==> src/rtl/keymap_layer_engine_assert.svh <==
// ----------------------------------------------------------------------------
// Keymap layer engine assertion macros
// Clocked, reset-qualified assertion forms used by the engine core.
// ----------------------------------------------------------------------------
`ifndef KEYMAP_LAYER_ENGINE_ASSERT_SVH
`define KEYMAP_LAYER_ENGINE_ASSERT_SVH

// same-cycle implication
`define KLE_ASSERT_NOW(label, ante, cons) \
    label: assert property (@(posedge i_clk) disable iff (!i_rst_n) (ante) |-> (cons)) \
        else $error("keymap layer engine: check failed");

// next-cycle implication
`define KLE_ASSERT_NEXT(label, ante, cons) \
    label: assert property (@(posedge i_clk) disable iff (!i_rst_n) (ante) |=> (cons)) \
        else $error("keymap layer engine: check failed");

`endif

==> src/rtl/kle_pkg.sv <==
// ----------------------------------------------------------------------------
// Keymap layer engine package
// Word types, register indexes, codes and default parameter values.
// ----------------------------------------------------------------------------
package kle_pkg;

    localparam int CODE_W        = 16;
    localparam int ROW_W         = 3;
    localparam int COL_W         = 4;
    localparam int MAP_LAYER_W   = 2;
    localparam int SLOT_W        = 3;
    localparam int LAYER_W       = 2;
    localparam int CFG_IDX_W     = 2;
    localparam int REPORT_FIELDS = 6;

    localparam int SLOTS_DEF  = 6;
    localparam int LAYERS_DEF = 4;
    localparam int ROWS_DEF   = 8;
    localparam int COLS_DEF   = 16;

    localparam logic [CFG_IDX_W-1:0] CFG_MOMENTARY   = 2'd0;
    localparam logic [CFG_IDX_W-1:0] CFG_TOGGLE_LAYER = 2'd1;
    localparam logic [CFG_IDX_W-1:0] CFG_TOGGLE_XPORT = 2'd2;
    localparam logic [CFG_IDX_W-1:0] CFG_TRANSPARENT = 2'd3;

    localparam logic [CODE_W-1:0] RST_MOMENTARY    = 16'd65533;
    localparam logic [CODE_W-1:0] RST_TOGGLE_LAYER = 16'd65534;
    localparam logic [CODE_W-1:0] RST_TOGGLE_XPORT = 16'd65535;
    localparam logic [CODE_W-1:0] RST_TRANSPARENT  = 16'd0;

    localparam logic CMD_SCAN = 1'b0;
    localparam logic CMD_MAP  = 1'b1;

    localparam logic [LAYER_W-1:0] LAYER_BASE      = 2'd0;
    localparam logic [LAYER_W-1:0] LAYER_MOMENTARY = 2'd1;
    localparam logic [LAYER_W-1:0] LAYER_TOGGLE    = 2'd2;
    localparam logic [LAYER_W-1:0] LAYER_UNUSED    = 2'd3;

    typedef enum logic [1:0] {
        PEND_NONE      = 2'd0,
        PEND_LAYER     = 2'd1,
        PEND_TRANSPORT = 2'd2
    } t_pending;

    typedef struct packed {
        logic                   cmd;
        logic [SLOT_W-1:0]      slot_index;
        logic                   key_present;
        logic [ROW_W-1:0]       key_row;
        logic [COL_W-1:0]       key_col;
        logic [MAP_LAYER_W-1:0] map_layer;
        logic [CODE_W-1:0]      map_code;
        logic                   matrix_changed;
    } t_in_word;

    typedef struct packed {
        logic [CODE_W-1:0]  report_code0;
        logic [CODE_W-1:0]  report_code1;
        logic [CODE_W-1:0]  report_code2;
        logic [CODE_W-1:0]  report_code3;
        logic [CODE_W-1:0]  report_code4;
        logic [CODE_W-1:0]  report_code5;
        logic               transport_sel;
        logic [LAYER_W-1:0] layer_now;
    } t_out_word;

    typedef struct packed {
        logic [CODE_W-1:0] momentary;
        logic [CODE_W-1:0] toggle_layer;
        logic [CODE_W-1:0] toggle_xport;
        logic [CODE_W-1:0] transparent;
    } t_cfg_codes;

    typedef struct packed {
        logic                   wr;
        logic                   rd;
        logic [ROW_W-1:0]       row;
        logic [COL_W-1:0]       col;
        logic [MAP_LAYER_W-1:0] layer;
        logic [CODE_W-1:0]      code;
    } t_map_req;

endpackage

==> src/rtl/kle_in_if.sv <==
// ----------------------------------------------------------------------------
// Keymap layer engine input channel
// Valid/ready channel carrying one scan or keymap-write word.
// ----------------------------------------------------------------------------
interface kle_in_if;
    logic              valid;
    logic              ready;
    kle_pkg::t_in_word data;

    modport source (output valid, output data, input ready);
    modport sink (input valid, input data, output ready);
endinterface

==> src/rtl/kle_out_if.sv <==
// ----------------------------------------------------------------------------
// Keymap layer engine output channel
// Valid/ready channel carrying one report word.
// ----------------------------------------------------------------------------
interface kle_out_if;
    logic               valid;
    logic               ready;
    kle_pkg::t_out_word data;

    modport source (output valid, output data, input ready);
    modport sink (input valid, input data, output ready);
endinterface

==> src/rtl/kle_core.sv <==
// ----------------------------------------------------------------------------
// Keymap layer engine core
// Item register, layer and report state, single-pass slot update and
// report register.
// ----------------------------------------------------------------------------
`include "keymap_layer_engine_assert.svh"

module kle_core #(
    parameter int SLOTS  = kle_pkg::SLOTS_DEF,
    parameter int LAYERS = kle_pkg::LAYERS_DEF
) (
    input  logic                                    i_clk,
    input  logic                                    i_rst_n,
    input  kle_pkg::t_cfg_codes                     i_cfg,
    kle_in_if.sink                                  i_in,
    kle_out_if.source                               o_out,
    output kle_pkg::t_map_req                       o_map_req,
    input  logic [LAYERS-1:0][kle_pkg::CODE_W-1:0]  i_rd_data,
    input  logic                                    i_rd_ok
);

    localparam int LW = $clog2(LAYERS);

    // item stage
    logic              r_s1_valid;
    kle_pkg::t_in_word r_s1;

    // engine state
    logic [kle_pkg::LAYER_W-1:0] r_active, n_active;
    logic [kle_pkg::LAYER_W-1:0] r_base, n_base;
    logic [kle_pkg::ROW_W-1:0]   r_hold_row, n_hold_row;
    logic [kle_pkg::COL_W-1:0]   r_hold_col, n_hold_col;
    logic                        r_hold_valid, n_hold_valid;
    logic                        r_pos_valid [SLOTS];
    logic                        n_pos_valid [SLOTS];
    logic [kle_pkg::ROW_W-1:0]   r_pos_row [SLOTS];
    logic [kle_pkg::ROW_W-1:0]   n_pos_row [SLOTS];
    logic [kle_pkg::COL_W-1:0]   r_pos_col [SLOTS];
    logic [kle_pkg::COL_W-1:0]   n_pos_col [SLOTS];
    logic [kle_pkg::CODE_W-1:0]  r_codes [SLOTS];
    logic [kle_pkg::CODE_W-1:0]  n_codes [SLOTS];
    kle_pkg::t_pending           r_pending, n_pending;
    logic                        r_xport, n_xport;

    // report stage
    logic               r_out_valid;
    kle_pkg::t_out_word r_out_word;
    kle_pkg::t_out_word n_out_word;

    logic                       in_accept;
    logic                       s1_scan;
    logic                       s1_slot_ok;
    logic                       s1_closing;
    logic                       s1_result;
    logic                       s1_fire;
    logic [kle_pkg::CODE_W-1:0] code_act;
    logic [kle_pkg::CODE_W-1:0] code_base;
    logic [kle_pkg::CODE_W-1:0] rep [kle_pkg::REPORT_FIELDS];

    assign s1_scan    = r_s1.cmd == kle_pkg::CMD_SCAN;
    assign s1_slot_ok = int'(r_s1.slot_index) < SLOTS;
    assign s1_closing = int'(r_s1.slot_index) == SLOTS - 1;
    assign s1_result  = s1_scan && s1_slot_ok && s1_closing && r_s1.matrix_changed;
    assign s1_fire    = r_s1_valid && (!s1_result || !r_out_valid || o_out.ready);

    assign i_in.ready = !r_s1_valid || s1_fire;
    assign in_accept  = i_in.valid && i_in.ready;

    always_comb begin
        o_map_req.wr    = in_accept && (i_in.data.cmd == kle_pkg::CMD_MAP);
        o_map_req.rd    = in_accept;
        o_map_req.row   = i_in.data.key_row;
        o_map_req.col   = i_in.data.key_col;
        o_map_req.layer = i_in.data.map_layer;
        o_map_req.code  = i_in.data.map_code;
    end

    assign code_act  = i_rd_ok ? i_rd_data[LW'(r_active)] : '0;
    assign code_base = i_rd_ok ? i_rd_data[LW'(r_base)] : '0;

    always_comb begin
        int                         k;
        logic                       held;
        logic                       down;
        logic [kle_pkg::CODE_W-1:0] pend_code;
        n_active     = r_active;
        n_base       = r_base;
        n_hold_row   = r_hold_row;
        n_hold_col   = r_hold_col;
        n_hold_valid = r_hold_valid;
        n_pos_valid  = r_pos_valid;
        n_pos_row    = r_pos_row;
        n_pos_col    = r_pos_col;
        n_codes      = r_codes;
        n_pending    = r_pending;
        n_xport      = r_xport;
        held         = 1'b0;
        down         = 1'b0;
        pend_code    = (r_pending == kle_pkg::PEND_LAYER) ? i_cfg.toggle_layer
                                                          : i_cfg.toggle_xport;
        if (s1_fire && s1_scan && s1_slot_ok) begin
            for (k = 0; k < SLOTS; k++) begin
                if (int'(r_s1.slot_index) == k) begin
                    n_pos_valid[k] = r_s1.key_present;
                    if (r_s1.key_present) begin
                        n_pos_row[k] = r_s1.key_row;
                        n_pos_col[k] = r_s1.key_col;
                        if (code_act != i_cfg.momentary && !(r_hold_valid
                                && r_hold_row == r_s1.key_row
                                && r_hold_col == r_s1.key_col)) begin
                            n_codes[k] = (code_act == i_cfg.transparent) ? code_base
                                                                         : code_act;
                        end
                    end else begin
                        n_codes[k] = '0;
                    end
                end
            end
            if (r_s1.key_present) begin
                if (code_act == i_cfg.momentary) begin
                    n_base       = r_active;
                    n_active     = kle_pkg::LAYER_MOMENTARY;
                    n_hold_row   = r_s1.key_row;
                    n_hold_col   = r_s1.key_col;
                    n_hold_valid = 1'b1;
                end else if ((code_act == i_cfg.toggle_layer
                        || code_act == i_cfg.toggle_xport)
                        && r_pending == kle_pkg::PEND_NONE) begin
                    n_pending = (code_act == i_cfg.toggle_layer) ? kle_pkg::PEND_LAYER
                                                                 : kle_pkg::PEND_TRANSPORT;
                end
            end
            if (s1_closing) begin
                // drop the momentary layer once its key is gone
                if (n_active != n_base) begin
                    for (k = 0; k < SLOTS; k++) begin
                        if (n_hold_valid && n_pos_valid[k] && n_pos_row[k] == n_hold_row
                                && n_pos_col[k] == n_hold_col) begin
                            held = 1'b1;
                        end
                    end
                    if (!held) begin
                        n_active     = n_base;
                        n_hold_valid = 1'b0;
                    end
                end
                // on a changed scan, run the armed function once its code is released
                if (r_s1.matrix_changed && n_pending != kle_pkg::PEND_NONE) begin
                    pend_code = (n_pending == kle_pkg::PEND_LAYER) ? i_cfg.toggle_layer
                                                                   : i_cfg.toggle_xport;
                    for (k = 0; k < SLOTS; k++) begin
                        if (n_codes[k] == pend_code) begin
                            down = 1'b1;
                        end
                    end
                    if (!down) begin
                        if (n_pending == kle_pkg::PEND_LAYER) begin
                            n_active = (n_active == kle_pkg::LAYER_TOGGLE)
                                       ? kle_pkg::LAYER_BASE : kle_pkg::LAYER_TOGGLE;
                            n_base   = n_active;
                        end else if (n_pending == kle_pkg::PEND_TRANSPORT) begin
                            n_xport = !n_xport;
                        end
                        n_pending = kle_pkg::PEND_NONE;
                    end
                end
            end
        end
    end

    for (genvar g = 0; g < kle_pkg::REPORT_FIELDS; g++) begin : g_rep
        if (g < SLOTS) begin : g_on
            assign rep[g] = n_codes[g];
        end else begin : g_off
            assign rep[g] = '0;
        end
    end

    always_comb begin
        n_out_word.report_code0  = rep[0];
        n_out_word.report_code1  = rep[1];
        n_out_word.report_code2  = rep[2];
        n_out_word.report_code3  = rep[3];
        n_out_word.report_code4  = rep[4];
        n_out_word.report_code5  = rep[5];
        n_out_word.transport_sel = n_xport;
        n_out_word.layer_now     = n_active;
    end

    always_ff @(posedge i_clk) begin
        if (!i_rst_n) begin
            r_s1_valid   <= 1'b0;
            r_out_valid  <= 1'b0;
            r_active     <= kle_pkg::LAYER_BASE;
            r_base       <= kle_pkg::LAYER_BASE;
            r_hold_row   <= '0;
            r_hold_col   <= '0;
            r_hold_valid <= 1'b0;
            r_pending    <= kle_pkg::PEND_NONE;
            r_xport      <= 1'b0;
            for (int k = 0; k < SLOTS; k++) begin
                r_pos_valid[k] <= 1'b0;
                r_pos_row[k]   <= '0;
                r_pos_col[k]   <= '0;
                r_codes[k]     <= '0;
            end
        end else begin
            if (in_accept) begin
                r_s1_valid <= 1'b1;
            end else if (s1_fire) begin
                r_s1_valid <= 1'b0;
            end
            if (s1_fire && s1_result) begin
                r_out_valid <= 1'b1;
            end else if (o_out.ready) begin
                r_out_valid <= 1'b0;
            end
            r_active     <= n_active;
            r_base       <= n_base;
            r_hold_row   <= n_hold_row;
            r_hold_col   <= n_hold_col;
            r_hold_valid <= n_hold_valid;
            r_pos_valid  <= n_pos_valid;
            r_pos_row    <= n_pos_row;
            r_pos_col    <= n_pos_col;
            r_codes      <= n_codes;
            r_pending    <= n_pending;
            r_xport      <= n_xport;
        end
    end

    always_ff @(posedge i_clk) begin
        if (in_accept) begin
            r_s1 <= i_in.data;
        end
        if (s1_fire && s1_result) begin
            r_out_word <= n_out_word;
        end
    end

    assign o_out.valid = r_out_valid;
    assign o_out.data  = r_out_word;

    `KLE_ASSERT_NEXT(a_result_lands, s1_fire && s1_result, r_out_valid)
    `KLE_ASSERT_NEXT(a_stall_holds_item, r_s1_valid && !s1_fire, r_s1_valid)
    `KLE_ASSERT_NOW(a_free_stage_ready, !r_s1_valid, i_in.ready)
    `KLE_ASSERT_NOW(a_layer_known, 1'b1, r_active != kle_pkg::LAYER_UNUSED && r_base != kle_pkg::LAYER_UNUSED)

endmodule

==> src/flat_wrapper.sv <==
// flat-port wrapper written by rule: the top's interface ports become plain ports
module kle_core_flat 
#(
    parameter int SLOTS  = kle_pkg::SLOTS_DEF,
    parameter int LAYERS = kle_pkg::LAYERS_DEF
)
  (i_clk, i_rst_n, i_cfg, o_map_req, i_rd_data, i_rd_ok, i_in_valid, i_in_data, i_in_ready, o_out_valid, o_out_data, o_out_ready);
  kle_in_if i_in_i ();
  kle_out_if o_out_i ();
  input  logic i_clk;
  input  logic i_rst_n;
  input  kle_pkg::t_cfg_codes i_cfg;
  output kle_pkg::t_map_req o_map_req;
  input  logic [LAYERS-1:0][kle_pkg::CODE_W-1:0] i_rd_data;
  input  logic i_rd_ok;
  input wire logic [$bits(i_in_i.valid)-1:0] i_in_valid;
  input wire logic [$bits(i_in_i.data)-1:0] i_in_data;
  output wire logic [$bits(i_in_i.ready)-1:0] i_in_ready;
  output wire logic [$bits(o_out_i.valid)-1:0] o_out_valid;
  output wire logic [$bits(o_out_i.data)-1:0] o_out_data;
  input wire logic [$bits(o_out_i.ready)-1:0] o_out_ready;
  assign i_in_i.valid = i_in_valid;
  assign i_in_i.data = i_in_data;
  assign i_in_ready = i_in_i.ready;
  assign o_out_valid = o_out_i.valid;
  assign o_out_data = o_out_i.data;
  assign o_out_i.ready = o_out_ready;
  kle_core #(.SLOTS(SLOTS), .LAYERS(LAYERS)) u_core (.i_clk(i_clk), .i_rst_n(i_rst_n), .i_cfg(i_cfg), .i_in(i_in_i), .o_out(o_out_i), .o_map_req(o_map_req), .i_rd_data(i_rd_data), .i_rd_ok(i_rd_ok));
endmodule
==> config.mk <==
export PLATFORM = sky130hd
export DESIGN_NAME = kle_core_flat
export DESIGN_NICKNAME = d
export VERILOG_FILES = /design/src/rtl/kle_pkg.sv /design/src/rtl/kle_in_if.sv /design/src/rtl/kle_out_if.sv /design/src/rtl/kle_core.sv /design/src/flat_wrapper.sv
export VERILOG_INCLUDE_DIRS = /design/src /design/src/rtl
export SDC_FILE = /design/constraint.sdc
export NUM_CORES = 1
export LEC_CHECK = 0
export BUFFER_PORTS_ARGS = -buffer_cell sky130_fd_sc_hd__buf_2
export CAP_MARGIN = 15
export CORE_MARGIN = 5
export CORE_UTILIZATION = 50
export CTS_BUF_LIST = sky130_fd_sc_hd__clkbuf_2 sky130_fd_sc_hd__clkbuf_4 sky130_fd_sc_hd__clkbuf_8
export DETAILED_ROUTE_END_ITERATION = 6
export PLACE_DENSITY_LB_ADDON = 0.08
export SLEW_MARGIN = 5
export SYNTH_ARGS = -nofsm -noshare
export SYNTH_HDL_FRONTEND = slang
export SYNTH_SLANG_ARGS = --single-unit
==> constraint.sdc <==
create_clock -name i_clk -period 5.73 [get_ports i_clk]
set_input_delay 0.573 -clock i_clk [delete_from_list [all_inputs] [get_ports i_clk]]
set_output_delay 0.573 -clock i_clk [all_outputs]
set_load 0.05 [all_outputs]
# Word-level counts from Yosys, hierarchy flattened
# Index checks and enable logic that the tools add are counted.
[op_classes]
magnitude_cmp = 3
n_eq_ne = 34
muxes = 149
bitwise_logic = 1
reduce_logical = 46
[op_table]
columns = ["cell", "count"]
rows = [
  ["16-bit two-way mux", 30],
  ["16-bit == test", 10],
  ["96-bit two-way mux", 1],
  ["4-bit two-way mux", 21],
  ["16-bit binary-select mux with 2-bit select", 2],
  ["3-bit two-way mux", 21],
  ["2-bit two-way mux", 28],
  ["1-bit two-way mux", 46],
  ["1-bit logical AND", 32],
  ["4-bit == test", 7],
  ["3-bit == test", 7],
  ["16-bit inequality test", 1],
  ["3-bit == test, second input constant", 4],
  ["2-bit by 3-bit less-than comparator with 1-bit output, second input constant", 2],
  ["2-bit nonzero test", 3],
  ["1-bit zero test", 5],
  ["2-bit == test, second input constant", 2],
  ["1-bit logical OR", 4],
  ["3-bit by 2-bit == test with 1-bit output, second input constant", 1],
  ["3-bit zero test", 1],
  ["3-bit less-than comparator, second input constant", 1],
  ["2-bit by 1-bit == test with 1-bit output, second input constant", 1],
  ["2-bit zero test", 1],
  ["2-bit inequality test", 1],
  ["1-bit inverter", 1],
]
[totals]
reg_bits = 273
input_bits = 164
output_inout_bits = 128
elab_cells = 280

# Depth between registers and ports, before layout
# Gate-level depths: netlist of the first run.
[depth]
ltp_word = 34
mapped_depth = 24
mapped_depth_nobuf = 15

# Least setup slack after synthesis of the first run
# Ideal clock, no wire load.
[synth_path]
path_kind = "register -> register"
from = "reg u_core.r_s1[28] (netlist name)"
to = "reg u_core.r_out_word, in the netlist u_core.o_out.data[0], enable pin"
setup_ns = 0.560
arrival_time_ns = 5.573
t_required_ns = 5.170
slack_ns = -0.403
path_stages_with_launch = 7
path_buffers = 3
period_less_slack_ns = 6.133
path_cell_list = "edfxtp_1 clkbuf_1 and3b_1 clkbuf_1 clkbuf_1 nand2_1 nor2_1"
[synth_via]
elab_chain_cells = 9
word_cells_on_any_way = 10
classes_between = "order compare: 1; eq/ne: 1; reduce/logical: 8"
[synth_rtl]
columns = ["item", "line_no", "source"]
rows = [
  ["from (decl)", "kle_core.sv:26", "kle_pkg::t_in_word r_s1;"],
  ["from (signal assigned)", "kle_core.sv:234", "r_s1 <= i_in.data;"],
  ["3-bit less-than comparator", "kle_core.sv:61", "assign s1_slot_ok = int'(r_s1.slot_index) < SLOTS;"],
  ["1-bit logical AND", "kle_core.sv:63", "assign s1_result = s1_scan && s1_slot_ok && s1_closing && r_s1.matrix_changed;"],
  ["1-bit logical AND * (2 in series)", "kle_core.sv:63", ""],
  ["1-bit zero test", "kle_core.sv:64", "assign s1_fire = r_s1_valid && (!s1_result || !r_out_valid || o_out.ready);"],
  ["1-bit logical OR (2 in series)", "kle_core.sv:64", ""],
  ["1-bit logical AND", "kle_core.sv:64", ""],
  ["1-bit logical AND *", "kle_core.sv:236", "if (s1_fire && s1_result) begin"],
  ["to (signal assigned)", "kle_core.sv:237", "r_out_word <= n_out_word;"],
  ["to (decl)", "kle_core.sv:47", "kle_pkg::t_out_word r_out_word;"],
]
# Every way passes the cells marked *; elsewhere a longest branch is shown, timed or not.
# A chain may end at the register's enable or synchronous reset.

# Final worst setup path of the first run
[layout_path]
from = "reg u_core.r_active[0] (netlist name)"
to = "reg u_core.r_out_word, in the netlist u_core.o_out.data[2] (data pin)"
[layout_via]
elab_chain_cells = 26
word_cells_on_any_way = 67
classes_between = "eq/ne: 13; mux: 49; reduce/logical: 5"
[layout_rtl]
columns = ["item", "line_no", "source"]
rows = [
  ["from (decl)", "kle_core.sv:29", "logic [kle_pkg::LAYER_W-1:0] r_active, n_active;"],
  ["from (signal assigned)", "kle_core.sv:194", "r_active <= kle_pkg::LAYER_BASE;"],
  ["from (signal assigned)", "kle_core.sv:218", "r_active <= n_active;"],
  ["16-bit binary-select mux with 2-bit select *", "kle_core.sv:78", "assign code_act = i_rd_ok ? i_rd_data[LW'(r_active)] : '0;"],
  ["16-bit two-way mux (not written as such) *", "kle_core.sv:78", ""],
  ["16-bit two-way mux *", "kle_core.sv:78", ""],
  ["16-bit == test, on equally long branches", "kle_core.sv:126, kle_core.sv:129, kle_core.sv:127", ""],
  ["1-bit logical OR", "kle_core.sv:127", "|| code_act == i_cfg.toggle_xport)"],
  ["1-bit logical AND", "kle_core.sv:128", "&& r_pending == kle_pkg::PEND_NONE) begin"],
  ["2-bit two-way mux", "kle_core.sv:126", "end else if ((code_act == i_cfg.toggle_layer"],
  ["2-bit two-way mux", "kle_core.sv:120", "if (code_act == i_cfg.momentary) begin"],
  ["[11 not listed]", "-", ""],
  ["1-bit two-way mux", "kle_core.sv:148", "if (r_s1.matrix_changed && n_pending != kle_pkg::PEND_NONE) begin"],
  ["1-bit two-way mux", "kle_core.sv:133", "if (s1_closing) begin"],
  ["1-bit two-way mux", "kle_core.sv:101", "if (s1_fire && s1_scan && s1_slot_ok) begin"],
  ["1-bit two-way mux", "kle_core.sv:156", "if (!down) begin"],
  ["1-bit two-way mux *", "kle_core.sv:148", ""],
  ["1-bit two-way mux *", "kle_core.sv:133", ""],
  ["1-bit two-way mux *", "kle_core.sv:101", ""],
  ["via u_core.n_xport", "kle_core.sv:43", "logic r_xport, n_xport;"],
]
# The timed path passes the listed nets; every way through them passes the cells marked *. The select of a mux whose other input is x is not followed.

==> results of run 1 <==
## state kept, by name (all words and copies together) (netlist names), 3 cells and up
signal and cells:
u_core.r_pos_col 24, u_core.r_codes 96, u_core.o_out.data 99, u_core.r_hold_col 4, u_core.r_s1 13, u_core.r_pos_row 18, u_core.r_pos_valid 6, u_core.r_hold_row 3
## layout make-up
class	instances	share of cell area [%]
Clock inverter	17	0.726
Sequential cell	273	29.8
Inverter	29	0.493
Multi-Input combinational cell	1808	52.3
Clock buffer	65	3.66
Tap cell	511	2.90
Timing Repair Buffer	374	10.1
## worst max-delay path by stage
stage                                   from                        endpoint  slack, ns  cells after the start
3_5_place_dp                   i_rd_data[17]   u_core.r_base[1]$_SDFFE_PN0P_       0.05                     18
5_1_grt        u_core.r_active[0]$_SDFF_PN0_   u_core.r_base[1]$_SDFFE_PN0P_       0.03                     19
4_1_cts        u_core.r_active[0]$_SDFF_PN0_  u_core.o_out.data[2]$_DFFE_PP_       0.08                     18
3_3_place_gp                   i_rd_data[17]  u_core.o_out.data[2]$_DFFE_PP_       0.18                     18
6_report       u_core.r_active[0]$_SDFF_PN0_  u_core.o_out.data[2]$_DFFE_PP_       0.21                     18
2_1_floorplan  u_core.r_active[0]$_SDFF_PN0_   u_core.r_active[0]$_SDFF_PN0_       0.81                     19
## routing by layer
metal | share of wire (%) | track usage, % | vias up
met3 | 9.4 | 6.15 | 187
li1 | - | - | 8944
met5 | 0 | 0 | -
met4 | 3.5 | 12.0 | 0
met2 | 47 | 58.8 | 1137
met1 | 40 | 47.2 | 9624
## report_power, final
group | leakage (nW) | switching (mW) | internal (mW)
Clock | 0.513 | 0.817 | 1.04
Sequential | 2.54 | 0.0242 | 2.03
Combinational | 5.23 | 0.506 | 0.274
Total | 8.28 | 1.35 | 3.35
## Yosys cell counts (all sizes together) (18+ instances only)
| cell | count | area share, % |
|---|---|---|
| clkbuf | 132 | 2.6 |
| nand3b | 22 | 0.88 |
| o22ai | 25 | 0.85 |
| o211ai | 47 | 1.9 |
| and2 | 119 | 3.9 |
| xnor2 | 82 | 3.7 |
| o21ai | 196 | 5.1 |
| a22oi | 49 | 1.9 |
| nand4 | 30 | 0.98 |
| a211oi | 18 | 0.75 |
| inv | 26 | 0.51 |
| dfxtp | 161 | 17 |
| mux4 | 32 | 3.8 |
| nand2 | 321 | 6.4 |
| a21oi | 169 | 4.4 |
| o21a | 23 | 0.90 |
| nor3 | 36 | 1.1 |
| xor2 | 71 | 3.2 |
| nand3 | 93 | 2.4 |
| nor4 | 32 | 1.2 |
| a31oi | 19 | 0.62 |
| edfxtp | 112 | 17 |
| nor2 | 133 | 2.6 |
| buf | 84 | 3.0 |
| a21o | 18 | 0.70 |
| a22o | 24 | 1.1 |
## cells in the final DEF (no fill, tap or decap), drive strengths merged, types with 10 or more instances in the layout
cell and count:
nor2 133, or3 16, nand2 321, o21a 23
a31oi 19, o211ai 47, inv 27, nand4 30
a21oi 169, and3 11, mux2i 11, and2 119
xnor2 82, a21o 18, nor4 32, mux4 32
nor3 36, nor2b 11, a41oi 15, nand3 93
clkbuf 65, o221ai 10, or4 17, a22o 24
nand2b 16, buf 374, o22ai 25, a22oi 49
nand3b 22, edfxtp 112, clkinv 15, a211oi 18
dfxtp 161, o21ai 196, xor2 71
## per-stage QoR
stage | std cells | hold slack, ns | setup slack [ns] | util (%) | total power, mW
after floorplan | 2326 | 0.437 | 0.807 | - | 2.57
after detailed placement | 2995 | 0.452 | 0.0481 | 55.7 | 2.85
after global routing | 3077 | 0.143 | 0.0259 | 58.3 | 4.85
after CTS | 3077 | 0.127 | 0.0782 | 58.2 | 4.69
final | 3077 | 0.150 | 0.210 | 58.3 | 4.69
after global placement | 2995 | 0.449 | 0.178 | 55.7 | 2.84
## worst max-delay path, delay by kind of cell, from the launching register on
kind | cells | cell delay, ns
AO/OA/AOI/OAI | 5 | 1.35
multiplexers | 1 | 0.68
XOR/XNOR | 1 | 0.20
buffers and inverters | 4 | 0.85
flip-flops | 1 | 0.36
AND/OR/NAND/NOR | 7 | 1.82
## cell families (layout without fill, tap and decap cells)
family,Yosys count,in the layout
and+or+nand+nor,894,894
buffers and inverters,245,485
muxes,50,50
DFF,273,273
AOI/OAI and AO/OA,711,711
xor gates and xnor gates,153,153
==> out/qor.yml, run 1 <==
outcome:
  outcome: "finished, violations left"
  failed_checks: "design-rule violations"
clock_tree:
  clkTransAtPathRegs_ns: 0.06
  cts_setup_buffers: 0
  cts_buffers: 44
  cts_buffer_depth: 3
  cts_max_level: 2
  cts.repair.resized: 0
  cts_root_buf: "clkbuf_8"
  cts.sinks: 273
  cts.hold.buffers_added: 0
  cts_tree: "yes"
  clkLatencyLatePin_ns: 0.61
final_layout:
  regArea_mm2: 0.00659
  areaGrowthSynthToFinish_pct: 14.7
  nets: 2694
  fillerInstances: 3535
  drive_above_1_share_pct: 21.1
  antennaDiodeCount: 0
  stdcell_area_mm2: 0.0221
  multi_input_area_mm2: 0.0115
placement:
  portBuffers: 255
  dpl_cell_area_mm2: 0.0211
  hpwl_mm: 58.1
  place_congestion: 1.04
yosys:
  synthCells: 2326
  async_reset_ff_share_pct: 0
  syn_area_mm2: 0.0192
  synth.distinct_cells: 99
  synth_seq_cells: 273
  synth-adder-area-share_pct: 0
  synthFlopType: "dfxtp_1"
  synth_top_family_by_area: "compound AO/OA/AOI/OAI gates"
  yosys.area_share.simple_pct: 23.5
  syn_avg_cell_area_um2: 8.27
  ys_seq_area_share_pct: 34.2
  yosys_warnings: 0
  syn_nets: 2490
  synth-edff-count: 112
  muxShareOfSynthArea_pct: 4.78
  synthXorXnorAreaFrac_pct: 6.96
  synth_compound_area_share_pct: 24.4
global_routing:
  track_usage_pct: 35.5
  grt-ovfl-total: 0
  grt_pass1_wl_mm: 115
  antenna_found_initial: 0
  grt_max_degree: 131
  first_global_vias: 18600
setup_path:
  crit_type: "reg -> reg"
  r2r_slack_ns: 0.21
  cp_cell_sequence: "buf_12, mux4_1, buf_4, or3_1, o311a_1, a2111o_1, buf_4, o21ai_0, and2_2, buf_4, o211ai_1, xor2_1, nor4_1, nand4_1, o311ai_4, nor2_1, nand4_1, nand2_1"
  crit_path_end_kind: "flop"
  r2r-start: "u_core.r_active[0]$_SDFF_PN0_"
  reg2reg_depth: 18
  cp_slowest_stage_delay_ns: 0.68
  reg2reg_to: "u_core.o_out.data[2]$_DFFE_PP_"
  slowest_stage: "mux4_1"
  critPathMaxFanout: 23
  worstPathArrival_ns: 5.87
  start_kind: "flop"
  cp_common_cell: "buf_4"
  worstPathRequired_ns: 6.08
routing:
  drtIter0Drc: 2395
  wl_per_cell_um: 25.3
  vias: 19900
  drt_pre_antenna_iters: 7
  final_antenna_net_count: 0
  drc_errors: 1
  routed_wl_mm: 78.0
  routed_via_density: 6.46
worst_hold_path:
  hold-path-cell-count: 1
  hold_path_end: "u_core.r_s1[27]$_DFFE_PP_"
  worstHoldPathType: "in -> reg"
  min_from: "i_in_data[27]"
sta:
  hold_viol_final: 0
  setup-tns-final_ns: 0
  slew-limit-headroom_pct: 30.0
  layout_min_cycle_time_ns: 5.52
  setup_viol: 0
  worst_pin_slew_ns: 1.04
  fmax_ghz: 0.181
  fin_skew_ns: 0.0136
  rsz0062_at_grt: "false"
  finalMaxSlewViolations: 0
  timing.final.crit_share_pct: 96.3
die:
  row_count: 71
  ios: 292
  core_area_mm2: 0.0378
  dieWidth_um: 206
  initial_core_util_pct: 50.9
  die_h_um: 206
  die_area_mm2: 0.0425
power:
  leakagePower_nw: 8.28
  vdd_ir_drop_max_mv: 0.168
  p_per_area_mw_per_mm2: 213
run:
  cap_violations: 0
Power figures use the tool's default switching activity.
==> run 2: changes to the inputs <==
- RECOVER_POWER: default -> 50
==> run 2 against run 1 <==
Compared with the run above: the run ends with max-capacitance violations, max-slew violations left; die area unchanged; register-to-register slack got worse by 0.04 ns; maximum frequency is 0.64% lower; global-route usage stayed put; count of clock-buffer cells in the layout unchanged; combinational power is essentially flat; wire length shrank 0.19%; hold slack got worse by 0.0061 ns.
==> out/qor.yml, run 2 (synthesized netlist as in run 1, its figures left out) <==
sta:
  fmax_ghz: 0.180  # -0.64%
  worst_pin_slew_ns: 2.90  # +1.86 ns
  hold_viol_final: 0  # unchanged
  timing.final.crit_share_pct: 97.0  # +0.62 points
  worst_slack_ns: 0.174  # -0.0355 ns
  finalMaxSlewViolations: 31  # +31
  setup_viol: 0  # unchanged
  layout_min_cycle_time_ns: 5.56  # +0.0355 ns
  rsz0062_at_grt: "false"
  setup-tns-final_ns: 0  # unchanged
  fin_skew_ns: 0.0159  # +0.00232 ns
  slew-limit-headroom_pct: -94.2  # -120 points
die:
  initial_core_util_pct: 50.9  # unchanged
  die_area_mm2: 0.0425  # unchanged
  row_count: 71  # unchanged
  die_h_um: 206  # unchanged
  dieWidth_um: 206  # unchanged
  core_area_mm2: 0.0378  # unchanged
  ios: 292  # unchanged
final_layout:
  largest_reg_flops: 99  # unchanged
  layout_common_cells: "nand2_1, o21ai_0, a21oi_1, dfxtp_1, buf_2"
  areaGrowthSynthToFinish_pct: 13.9
  stdcell_area_mm2: 0.0219  # -0.71%
  antennaDiodeCount: 0  # unchanged
  drive_above_1_share_pct: 16.5  # -4.6 points
  layout.cells.most_common: "nand2_1"
  nets: 2694  # unchanged
  fillerInstances: 3604  # +2.0%
global_routing:
  grt-ovfl-total: 0  # unchanged
  track_usage_pct: 35.5  # unchanged
  grt_max_degree: 131  # unchanged
  first_global_vias: 18600  # unchanged
  grt_pass1_wl_mm: 115  # unchanged
  antenna_found_initial: 0  # unchanged
setup_path:
  cp_slowest_stage_delay_ns: 0.68  # about the same
  critPathMaxFanout: 23  # unchanged
  r2r-start: "u_core.r_active[0]$_SDFF_PN0_"
  slowest_stage: "mux4_1"
  worstPathRequired_ns: 6.24  # +0.16 ns
  reg2reg_to: "u_core.r_base[1]$_SDFFE_PN0P_"
  cp_common_cell: "buf_4"
  r2r_slack_ns: 0.17  # -0.04 ns
  start_kind: "flop"
  reg2reg_depth: 18  # unchanged
  worstPathArrival_ns: 6.07  # +0.20 ns
  cp_cell_sequence: "buf_12, mux4_1, buf_4, or3_1, o311a_1, a2111o_1, buf_4, o211ai_1, and2_1, buf_4, o211ai_1, xor2_1, nor4_1, nand4_1, o311ai_4, nor2_1, and4b_1, a211oi_1"
  crit_path_end_kind: "flop"
  crit_type: "reg -> reg"
routing:
  routed_wl_mm: 77.8  # -0.19%
  drtIter0Drc: 2204  # -8.0%
  wl_per_cell_um: 25.3  # -0.19%
  vias: 20000  # +0.42%
  drt_pre_antenna_iters: 6  # -1
  routed_via_density: 6.49  # +0.42%
  drc_errors: 0  # -1
  final_antenna_net_count: 0  # unchanged
worst_hold_path:
  hold-path-cell-count: 1  # unchanged
  min_from: "i_in_data[27]"
  hold_path_end: "u_core.r_s1[27]$_DFFE_PP_"
  worstHoldPathType: "in -> reg"
clock_tree:
  cts_root_buf: "clkbuf_8"
  clkLatencyLatePin_ns: 0.61  # about the same
  cts_tree: "yes"
  cts.repair.resized: 0  # unchanged
  clkTransAtPathRegs_ns: 0.07  # about the same
  cts_buffers: 44  # unchanged
  cts_max_level: 2  # unchanged
  cts_buffer_depth: 3  # unchanged
  cts.hold.buffers_added: 0  # unchanged
  cts.sinks: 273  # unchanged
  cts_setup_buffers: 0  # unchanged
placement:
  post-place-ws_ns: 0.0481  # unchanged
  portBuffers: 255  # unchanged
  place_congestion: 1.04  # unchanged
  dpl_cell_area_mm2: 0.0211  # unchanged
  hpwl_mm: 58.1  # unchanged
power:
  vdd_ir_drop_max_mv: 0.169  # +0.52%
  leakagePower_nw: 7.82  # -5.5%
  power_mw: 4.69  # -0.11%
  p_per_area_mw_per_mm2: 214  # +0.61%
outcome:
  failed_checks: "max-capacitance violations, max-slew violations"
  outcome: "finished, violations left"
run:
  cap_violations: 1  # +1
[run 2: changes by cell type in the layout (fill, tap and decap cells not counted), sizes merged]
cell / change
buf: -116
clkbuf: +116
[run 2: layout make-up]
| cell class | instances | area [um2] | area share (%) |
|---|---|---|---|
| well taps | 511 | 639 | 2.92 |
| clock buffers | 65 | 807 | 3.68 |
| flip-flops and latches | 273 | 6590 | 30.1 |
| multi-input cells | 1808 | 11500 | 52.6 |
| clock inverters | 17 | 160 | 0.731 |
| repair buffers | 374 | 2080 | 9.50 |
| inverters | 29 | 109 | 0.497 |
[run 2: where the power goes]
part	total, mW	internal (mW)	switching (mW)
Combinational	0.778	0.272	0.507
Sequential	2.05	2.03	0.0240
Clock	1.86	1.04	0.813
Total	4.69	3.34	1.34
[run 2: metrics by stage]
step	instances	util [%]	hold WS, ns
global route	3077	57.9	0.143
detailed placement	2995	55.7	0.452
CTS	3077	58.2	0.127
finish	3077	57.9	0.144
floorplan	2326	-	0.437
global placement	2995	55.7	0.449
[run 2: routing by layer]
layer / up-vias / track usage, % / wire length (um)
met2: 1174 / 58.8 / 36500
li1: 8946 / - / -
met5: - / 0 / 0
met4: 0 / 12.0 / 2770
met1: 9650 / 47.2 / 30900
met3: 206 / 6.15 / 7600
[run 2: worst max-delay path by stage]
| stage | startpoint | endpoint | slack [ns] | cells after the start |
|---|---|---|---|---|
| 2_1_floorplan | u_core.r_active[0]$_SDFF_PN0_ | u_core.r_active[0]$_SDFF_PN0_ | 0.81 | 19 |
| 3_3_place_gp | i_rd_data[17] | u_core.o_out.data[2]$_DFFE_PP_ | 0.18 | 18 |
| 3_5_place_dp | i_rd_data[17] | u_core.r_base[1]$_SDFFE_PN0P_ | 0.05 | 18 |
| 4_1_cts | u_core.r_active[0]$_SDFF_PN0_ | u_core.o_out.data[2]$_DFFE_PP_ | 0.08 | 18 |
| 5_1_grt | u_core.r_active[0]$_SDFF_PN0_ | u_core.r_base[1]$_SDFFE_PN0P_ | 0.03 | 19 |
| 6_report | u_core.r_active[0]$_SDFF_PN0_ | u_core.r_base[1]$_SDFFE_PN0P_ | 0.17 | 18 |
[run 2: critical path: cells and delay by family, from the launching register on]
| family | cells | cell delay, ns |
|---|---|---|
| flops | 1 | 0.35 |
| buf+inv | 4 | 0.86 |
| mux | 1 | 0.68 |
| compound gates | 6 | 1.57 |
| simple gates | 6 | 1.80 |
| xor+xnor | 1 | 0.18 |
==> run 3: changes to the inputs <==
- REMOVE_ABC_BUFFERS: default -> 1
==> run 3 against run 2 <==
Compared with the run above: sequential share of layout area down 0.41 points; sequential cell count unchanged; clock power up 8%; the flow still finishes with violations (max-capacitance violations, max-slew violations); wire length up 0.39%; critical endpoint is now u_core.r_active[0]$_SDFF_PN0_; via count down 0.44%; first-iteration DRC count up 11%; highest routed layer unchanged; core utilization up 0.81 points; worst setup slack worse by 0.011 ns.
==> out/qor.yml, run 3 (synthesized netlist as in run 1, its figures left out) <==
sta:
  finalMaxSlewViolations: 25  # -19%
  setup-tns-final_ns: 0  # unchanged
  slew-limit-headroom_pct: -51.3  # +43 points
  fin_skew_ns: 0.0214  # +0.00546 ns
  layout_min_cycle_time_ns: 5.57  # +0.0110 ns
  hold_viol_final: 0  # unchanged
  fmax_ghz: 0.180  # -0.20%
  worst_pin_slew_ns: 2.26  # -0.641 ns
  rsz0062_at_grt: "false"
  timing.final.crit_share_pct: 97.1  # +0.19 points
  setup_viol: 0  # unchanged
power:
  vdd_ir_drop_max_mv: 0.274  # +62%
  power_mw: 4.83  # +3.0%
  p_per_area_mw_per_mm2: 217  # +1.6%
  swShare_pct: 28.6  # about the same
  pwr-share-seq_pct: 42.5  # -1.3 points
  p_clk_share_pct: 41.4  # +1.8 points
  pwr-share-comb_pct: 16.0  # -0.6 points
  power.switching_mw: 1.38  # +2.9%
  leakagePower_nw: 7.94  # +1.5%
  power.internal_mw: 3.45  # +3.1%
die:
  ios: 292  # unchanged
  dieWidth_um: 206  # unchanged
  die_h_um: 206  # unchanged
  row_count: 71  # unchanged
  core_area_mm2: 0.0378  # unchanged
  initial_core_util_pct: 50.9  # unchanged
  die_area_mm2: 0.0425  # unchanged
global_routing:
  first_global_vias: 18400  # -0.75%
  grt_pass1_wl_mm: 115  # -0.31%
  antenna_found_initial: 0  # unchanged
  grt-ovfl-total: 0  # unchanged
  track_usage_pct: 35.2  # -0.27 points
  grt_max_degree: 70  # -47%
routing:
  wl_per_cell_um: 25.3  # -0.16%
  drc_errors: 0  # unchanged
  vias: 19900  # -0.44%
  final_antenna_net_count: 0  # unchanged
  routed_via_density: 6.43  # -0.98%
  drtIter0Drc: 2442  # +11%
  drt_pre_antenna_iters: 6  # unchanged
  routed_wl_mm: 78.1  # +0.39%
clock_tree:
  cts_root_buf: "clkbuf_8"
  cts.sinks: 273  # unchanged
  cts_tree: "yes"
  cts_max_level: 2  # unchanged
  clkTransAtPathRegs_ns: 0.06  # about the same
  cts_buffers: 47  # +6.8%
  clkLatencyLatePin_ns: 0.63  # +0.02 ns
  cts_buffer_depth: 3  # unchanged
  cts.hold.buffers_added: 0  # unchanged
setup_path:
  reg2reg_to: "u_core.r_active[0]$_SDFF_PN0_"
  startpoint: "u_core.r_active[0]$_SDFF_PN0_"
  worstPathArrival_ns: 6.14  # +0.07 ns
  r2r-start: "u_core.r_active[0]$_SDFF_PN0_"
  crit_path_end_kind: "flop"
  crit_type: "reg -> reg"
  r2r_slack_ns: 0.16  # about the same
  reg2reg_depth: 16  # -2
  start_kind: "flop"
  critPathMaxFanout: 23  # unchanged
  worstPathRequired_ns: 6.30  # +0.06 ns
outcome:
  outcome: "finished, violations left"
  failed_checks: "max-capacitance violations, max-slew violations"
final_layout:
  largest_reg_flops: 99  # unchanged
  areaGrowthSynthToFinish_pct: 15.4
  layout.cells.most_common: "nand2_1"
  antennaDiodeCount: 0  # unchanged
  layout_common_cells: "nand2_1, o21ai_0, a21oi_1, dfxtp_1, buf_2"
  nets: 2708  # +0.52%
  utilization_pct: 58.7  # +0.81 points
  drive_above_1_share_pct: 17.6  # +1.1 points
worst_hold_path:
  worstHoldPathType: "in -> reg"
  hold-path-cell-count: 1  # unchanged
  hold_path_end: "u_core.r_s1[28]$_DFFE_PP_"
  min_from: "i_in_data[28]"
placement:
  portBuffers: 255  # unchanged
  place_congestion: 0.988  # -5.2%
  hpwl_mm: 59.3  # +2.1%
run:
  cap_violations: 1  # unchanged
## run 3: final cells by class
| class | count | area [um2] |
|---|---|---|
| Tap cell | 511 | 639 |
| Sequential cell | 273 | 6590 |
| Multi-Input combinational cell | 1809 | 11700 |
| Clock inverter | 16 | 168 |
| Clock buffer | 72 | 897 |
| Inverter | 29 | 109 |
| Timing Repair Buffer | 384 | 2150 |
| Fill cell | 3516 | 15600 |
## run 3: worst max-delay path, stage by stage (launching register included)
cell and delay, ns:
dfxtp_1 0.36, buf_12 0.21, mux4_2 0.59, or2_1 0.28, a211oi_4 0.28, o22ai_4 0.16
or4_2 0.87, and4_1 0.24, or3_1 0.47, buf_4 0.23, xnor2_1 0.15, nand4_1 0.22
nor4_4 0.51, a31oi_4 0.19, nor4b_4 0.20, o41ai_2 0.37, and2_1 0.17
## run 3: through the flow
stage               worst slack [ns]  hold slack (ns)  instance area (um2)  instances
finish                         0.163            0.125                22200       3094
global route                 0.00289            0.109                22200       3094
CTS                           0.0736           0.0883                22100       3080
detailed placement            -0.350            0.456                21000       2992
global placement              -0.293            0.446                21000       2992
floorplan                     -0.632            0.437                18200       2110
## run 3: timing repair
action,in CTS,in global routing
endpoints found under the setup margin,9,9
gates resized for setup,3,24
cloned,0,1
setup buffers,0,13
pin swaps,0,6
## run 3: how the worst max path moves through the flow
| stage | end | slack [ns] | depth (start not counted) |
|---|---|---|---|
| after CTS | u_core.r_active[0]$_SDFF_PN0_ | 0.07 | 16 |
| after global placement | u_core.r_base[1]$_SDFFE_PN0P_ | -0.29 | 17 |
| after detailed placement | u_core.r_base[1]$_SDFFE_PN0P_ | -0.35 | 17 |
| after global routing | u_core.r_active[0]$_SDFF_PN0_ | 0.003 | 17 |
| after floorplan | u_core.o_out.data[1]$_DFFE_PP_ | -0.63 | 12 |
| final | u_core.r_active[0]$_SDFF_PN0_ | 0.16 | 16 |
## run 3: power groups by stage
stage | clock network (mW) | logic, mW | registers, mW
CTS | 2.03 | 0.738 | 2.05
finish | 2.00 | 0.774 | 2.05
global route | 2.12 | 0.816 | 2.05
floorplan | 0 | 0.368 | 2.12
detailed placement | 0 | 0.734 | 2.09
global placement | 0 | 0.727 | 2.09
## run 3: layer usage
metal / track usage (%) / vias to the layer above / part of all wire (%)
met5: 0 / - / 0
met4: 13.8 / 0 / 4.5
met3: 5.63 / 212 / 8.5
met2: 55.9 / 1128 / 45
met1: 48.4 / 9569 / 42
li1: - / 8980 / -
